[config.mk]
export PLATFORM = sky130hd
export DESIGN_NAME = jgr_sweep
export DESIGN_NICKNAME = d
export VERILOG_FILES = /design/src/rtl/jacobi_grid_relaxation_unit_assert.svh /design/src/rtl/jgr_pkg.sv /design/src/rtl/jgr_sweep.sv
export SDC_FILE = /design/constraint.sdc
export NUM_CORES = 1
export LEC_CHECK = 0
export BUFFER_PORTS_ARGS = -buffer_cell sky130_fd_sc_hd__buf_2
export CORE_ASPECT_RATIO = 0.6
export CORE_MARGIN = 3
export CORE_UTILIZATION = 63
export CTS_BUF_LIST = sky130_fd_sc_hd__clkbuf_4 sky130_fd_sc_hd__clkbuf_8 sky130_fd_sc_hd__clkbuf_16
export CTS_CLUSTER_SIZE = 28
export DETAILED_ROUTE_END_ITERATION = 10
export HOLD_SLACK_MARGIN = 0.12
export PLACE_DENSITY = 0.95
export SYNTH_ARGS = -nofsm -noshare
export SYNTH_HDL_FRONTEND = slang
export SYNTH_SLANG_ARGS = --single-unit
[constraint.sdc]
create_clock -name clk -period 11.08 [get_ports clk]
set_input_delay 0.554 -clock clk [delete_from_list [all_inputs] [get_ports clk]]
set_output_delay 0.554 -clock clk [all_outputs]
set_load 0.01 [all_outputs]
[src/rtl/jacobi_grid_relaxation_unit_assert.svh]
// ----------------------------------------------------------------------------
// Assertion macros for the Jacobi grid relaxation unit
// Shared concurrent assertion forms, clocked on clk and disabled during rst.
// ----------------------------------------------------------------------------
`ifndef JACOBI_GRID_RELAXATION_UNIT_ASSERT_SVH
`define JACOBI_GRID_RELAXATION_UNIT_ASSERT_SVH

// The property must hold at every clock edge outside reset.
`define JGR_ASSERT(label, prop, msg) \
  label: assert property (@(posedge clk) disable iff (rst) (prop)) else $error(msg);

// When cond holds, prop must hold in the next cycle.
`define JGR_ASSERT_NEXT(label, cond, prop, msg) \
  label: assert property (@(posedge clk) disable iff (rst) (cond) |=> (prop)) else $error(msg);

`endif

[src/rtl/jgr_pkg.sv]
// ----------------------------------------------------------------------------
// Jacobi grid relaxation package
// Widths, codes, reset values and shared types of the relaxation unit.
// ----------------------------------------------------------------------------
package jgr_pkg;

  localparam int DEF_MAX_SIDE   = 64;
  localparam int DEF_VALUE_BITS = 16;

  localparam int KIND_W     = 2;
  localparam int CFG_IDX_W  = 2;
  localparam int CFG_DATA_W = 16;
  localparam int PREC_W     = 16;
  localparam int COUNT_W    = 16;

  localparam logic [KIND_W-1:0] KIND_WRITE = KIND_W'(0);
  localparam logic [KIND_W-1:0] KIND_RUN   = KIND_W'(1);
  localparam logic [KIND_W-1:0] KIND_READ  = KIND_W'(2);

  localparam logic [CFG_IDX_W-1:0] CFG_SIDE       = CFG_IDX_W'(0);
  localparam logic [CFG_IDX_W-1:0] CFG_PRECISION  = CFG_IDX_W'(1);
  localparam logic [CFG_IDX_W-1:0] CFG_MAX_SWEEPS = CFG_IDX_W'(2);

  localparam logic [PREC_W-1:0]  PRECISION_RESET  = PREC_W'(66);
  localparam logic [COUNT_W-1:0] MAX_SWEEPS_RESET = COUNT_W'(65535);

  typedef enum logic [2:0] {
    T_IDLE,
    T_READ,
    T_LAUNCH,
    T_SWEEP,
    T_REPLY
  } top_state_t;

  typedef enum logic {
    SW_IDLE,
    SW_CELL
  } sweep_state_t;

  typedef struct packed {
    logic done;
    logic calm;
  } sweep_stat_t;

endpackage

[src/rtl/jgr_sweep.sv]
// ----------------------------------------------------------------------------
// Jacobi sweep engine
// Walks the interior cells of one sweep through a single read port and one
// shared accumulator, writing each truncated four-neighbor mean.
// ----------------------------------------------------------------------------
module jgr_sweep import jgr_pkg::*; #(
  parameter int MAX_SIDE   = DEF_MAX_SIDE,
  parameter int VALUE_BITS = DEF_VALUE_BITS
) (
  input  logic                              clk,
  input  logic                              rst,
  input  logic                              start,
  input  logic [$clog2(MAX_SIDE+1)-1:0]     side,
  input  logic [PREC_W-1:0]                 precision,
  output logic                              rd_en,
  output logic [2*$clog2(MAX_SIDE)-1:0]     rd_addr,
  input  logic [VALUE_BITS-1:0]             rd_data,
  output logic                              wr_en,
  output logic [2*$clog2(MAX_SIDE)-1:0]     wr_addr,
  output logic [VALUE_BITS-1:0]             wr_data,
  output sweep_stat_t                       status
);

  localparam int IDX_W  = $clog2(MAX_SIDE);
  localparam int SIDE_W = $clog2(MAX_SIDE + 1);
  localparam int ACC_W  = VALUE_BITS + 2;
  localparam int CMP_W  = (VALUE_BITS > PREC_W) ? VALUE_BITS : PREC_W;

  // Per-cell phases: four neighbor reads, the center read, then the write.
  localparam logic [2:0] PH_UP     = 3'd0;
  localparam logic [2:0] PH_DOWN   = 3'd1;
  localparam logic [2:0] PH_LEFT   = 3'd2;
  localparam logic [2:0] PH_RIGHT  = 3'd3;
  localparam logic [2:0] PH_CENTER = 3'd4;
  localparam logic [2:0] PH_WRITE  = 3'd5;

  sweep_state_t     state, state_next;
  logic [IDX_W-1:0] row, col;
  logic [2:0]       phase;
  logic [ACC_W-1:0] acc;
  logic             calm;

  logic [SIDE_W-1:0]     last;
  logic                  col_last, cell_last;
  logic [VALUE_BITS-1:0] mean, diff;
  logic                  over;

  assign last      = side - SIDE_W'(2);
  assign col_last  = SIDE_W'(col) == last;
  assign cell_last = col_last && (SIDE_W'(row) == last);
  assign mean      = acc[ACC_W-1:2];
  // In the write phase the read data holds the old center value.
  assign diff      = (mean > rd_data) ? (mean - rd_data) : (rd_data - mean);
  assign over      = CMP_W'(diff) > CMP_W'(precision);

  always_comb begin
    state_next = state;
    unique case (state)
      SW_IDLE: if (start) state_next = SW_CELL;
      SW_CELL: if (phase == PH_WRITE && cell_last) state_next = SW_IDLE;
      default: state_next = SW_IDLE;
    endcase
  end

  always_comb begin
    rd_en       = (state == SW_CELL) && (phase <= PH_CENTER);
    case (phase)
      PH_UP:    rd_addr = {row - IDX_W'(1), col};
      PH_DOWN:  rd_addr = {row + IDX_W'(1), col};
      PH_LEFT:  rd_addr = {row, col - IDX_W'(1)};
      PH_RIGHT: rd_addr = {row, col + IDX_W'(1)};
      default:  rd_addr = {row, col};
    endcase
    wr_en       = (state == SW_CELL) && (phase == PH_WRITE);
    wr_addr     = {row, col};
    wr_data     = mean;
    status.done = wr_en && cell_last;
    status.calm = calm && !over;
  end

  always_ff @(posedge clk) begin
    if (rst) begin
      state <= SW_IDLE;
      phase <= PH_UP;
    end else begin
      state <= state_next;
      if (state == SW_IDLE) begin
        if (start) begin
          row   <= IDX_W'(1);
          col   <= IDX_W'(1);
          phase <= PH_UP;
          calm  <= 1'b1;
        end
      end else begin
        if (phase == PH_WRITE) begin
          phase <= PH_UP;
          calm  <= calm && !over;
          if (col_last) begin
            col <= IDX_W'(1);
            row <= row + IDX_W'(1);
          end else begin
            col <= col + IDX_W'(1);
          end
        end else begin
          phase <= phase + 3'd1;
        end
        if (phase == PH_DOWN) begin
          acc <= ACC_W'(rd_data);
        end else if (phase >= PH_LEFT && phase <= PH_WRITE && phase != PH_WRITE) begin
          acc <= acc + ACC_W'(rd_data);
        end else if (phase == PH_WRITE) begin
          acc <= acc;
        end
      end
    end
  end

endmodule

==> out/results.txt <==
Worst R2R End - calm
global-route wire length before repair - 23.5 mm
gpl congestion - 1.10
initial antenna violation count - 0
RSZ-0062 raised after global routing - false
EDFF count, synth - 31
Worst Hold Path EP - phase[1]
post-CTS sizing - 0
Boundary Pins - 86
count of pins over their slew limit - 0
Max Fclk - 202 MHz
Avg Inst Size Synth - 7.86 um^2
Max VDD drop - 0.0729 mV
Die Span Y - 75.5 um
Fillers - 565
Clock transition at path regs - 60 ps
fin crit share - 44.6%
Syn Nets - 760
placed cell area - 5380 um^2
final setup fails - 0
reg2reg setup slack - 6940 ps
cell with the most instances after synthesis - inv_1
Die ar. - 9200 um^2
ranking of synthesized cells by area - edfxtp_1 (18%), ha_1 (17%), a21oi_1 (6.6%), inv_1 (5.4%), xnor2_1 (5.4%)
Setup TNS - 0 ps
Max-cap violations - 0
Max Clock Skew - 6.90 ps
drt wl/cell - 18.9 um
Core Box Area - 7540 um^2
Worst Tran Pin Value - 957 ps
H-tree Lvls - 2
Cell variety after synth - 63
Slew headroom - 36.2%
Site Rows - 24
antenna-violating nets left - 0
synthesis-to-finish area growth - 9.47%
Most common cell on crit path - a21oi_1
Reg2Reg Depth - 16
Vias - 5194
worst min-delay path class - in -> reg
Leakage - 0.00261 uW
GRT Util Overall - 32.3%
area share of the largest cell type after synthesis - 18.3%
Worst-Skew Late Latency - 290 ps
clk sinks - 35
port bufs - 85
largest net degree at the start of global routing - 28
yosys warns - 0
TritonCTS clock tree - built
NumNets Final - 808
register area - 1010 um^2
via/cell ratio - 6.50
Detailed Route WL - 15.1 mm
Setup CP Type - reg -> out
Worst Hold Depth - 2
sequential area share after synthesis - 19.9%
Initial Utilization - 67.3%
Hold Fails Final Rpt - 0
Setup crit end kind - output pin
Seq cells post-synth - 35
dpl hpwl - 11.8 mm
Startpoint Class - flop
Mapped Cells - 646
WP data arrival - 4390 ps
Post-synth top flop - edfxtp_1
drt pass-1 iters - 6
Clock Path Buffers - 2
CP max-delay cell - ha_1
Post-CTS Hold Buffers - 0
reg2reg start - acc[4]
CTS Root Cell - clkbuf_16
postcts setup bufs - 0
top cells by count, synth - inv_1 (73), ha_1 (69), a21oi_1 (67), nor2_1 (50)
Ant. Diodes - 0
crit path cell chain - ha_1, a211oi_2, o21bai_1, o32a_1, nand3_2, a21oi_4, mux2i_1, xnor2_1, ha_1, a21o_1, a21o_1, a21oi_1, o2111ai_1, a21oi_1, a21oi_1, inv_1, buf_2
CP Max Fanout - 15
DR DRC count - 0
Num CTS Buffers - 5
chip width - 122 um
DR iter-0 viols - 659
Async S/R FF share, synth - 0%
max incr delay on CP - 530 ps
post-route cell area - 5560 um^2
HP Start - rst
Yosys top cell by area - edfxtp_1
area taken by multi-input logic gates - 3530 um^2
status - completed
pwr dens - 92.3 nW/um^2
Final min period - 4940 ps
share of post-route cells with drive strength above 1 - 15.0%
vias in the first global route - 4746
Mapped Area - 5070 um^2
GR Overflow Total - 0
Critical Path RT - 10530 ps
==> worst max path at each step <==
stage	from	end	slack (ps)
after floorplan	rd_data[0]	status[0]	7080
after CTS	acc[4]	status[0]	6230
after global placement	rd_data[5]	status[0]	6510
after global routing	acc[6]	status[0]	5910
final	acc[4]	status[0]	6140
after detailed placement	rd_data[6]	status[0]	6290
==> cell usage in the layout (no fill, tap or decap), drive strengths merged, types with 2 or more instances in the layout <==
| cell type | n |
|---|---|
| buf | 86 |
| inv | 74 |
| ha | 69 |
| a21oi | 69 |
| nor2 | 51 |
| o21ai | 39 |
| nand2 | 39 |
| xnor2 | 31 |
| edfxtp | 31 |
| xor2 | 22 |
| nand3 | 15 |
| mux2i | 13 |
| and2 | 13 |
| a21o | 12 |
| nor3 | 11 |
| nand2b | 10 |
| o21bai | 9 |
| nand4 | 9 |
| a221oi | 9 |
| a211oi | 7 |
| o22ai | 6 |
| or3 | 5 |
| nor2b | 5 |
| clkbuf | 5 |
| and3 | 4 |
| o31ai | 4 |
| nor4 | 4 |
| dfxtp | 4 |
| nor3b | 4 |
| a21boi | 4 |
| o21a | 3 |
| a31oi | 3 |
| fa | 3 |
| a41o | 2 |
| mux2 | 2 |
==> layer usage <==
layer  up-vias  part of all wire [%]  GRT usage, %
met4         0                   2.7          7.70
met5         -                     0             0
met3        60                    14          9.27
met2       407                    40          47.4
li1       2350                     -             -
met1      2377                    43          47.2
==> registers in the layout (all words and copies together), names as in the netlist <==
register  cells
col           6
calm          1
state         1
row           6
phase         3
acc          18
==> cells by family after synthesis <==
| logic type | share of synthesized area [%] |
|---|---|
| buf+inv | 10.5 |
| simple gates | 16.7 |
| xor+xnor | 9.15 |
| compound gates | 22.5 |
| mux | 3.01 |
| flops | 19.9 |
| fa+ha+maj | 18.2 |
==> critical path, delay by kind of cell, from the launching register on <==
| kind | cells | cell delay [ps] |
|---|---|---|
| buffers and inverters | 2 | 190 |
| and+or+nand+nor | 1 | 110 |
| adders and majority gates | 2 | 830 |
| xor gates and xnor gates | 1 | 190 |
| AOI/OAI and AO/OA | 10 | 2000 |
| muxes | 1 | 290 |
| DFF | 1 | 480 |
==> report_power, final <==
group          leakage [uW]  switching, uW  internal, uW
registers          0.000316           8.57           150
clock network     0.0000844           64.1           107
logic               0.00221            107          75.7
total               0.00261            179           333
==> metrics by stage <==
stage / std cells / setup WS (ps) / hold slack (ps) / total power [uW] / utilization, %
2_1_floorplan: 646 / 7080 / 607 / 288 / -
3_3_place_gp: 791 / 6510 / 638 / 329 / 71.4
3_5_place_dp: 791 / 6290 / 643 / 337 / 71.4
4_1_cts: 799 / 6230 / 508 / 507 / 73.7
5_1_grt: 799 / 5910 / 524 / 536 / 73.7
6_report: 799 / 6140 / 513 / 513 / 73.7
==> area by class of cell <==
type	count	share of cell area [%]
inverter	73	4.93
clock buffer	5	2.25
multi-input combinational	493	63.6
clock inverter	3	0.856
timing repair buffer	86	7.79
sequential	35	18.2
tap	104	2.34
Note: power is estimated with default switching activity, not from simulation.
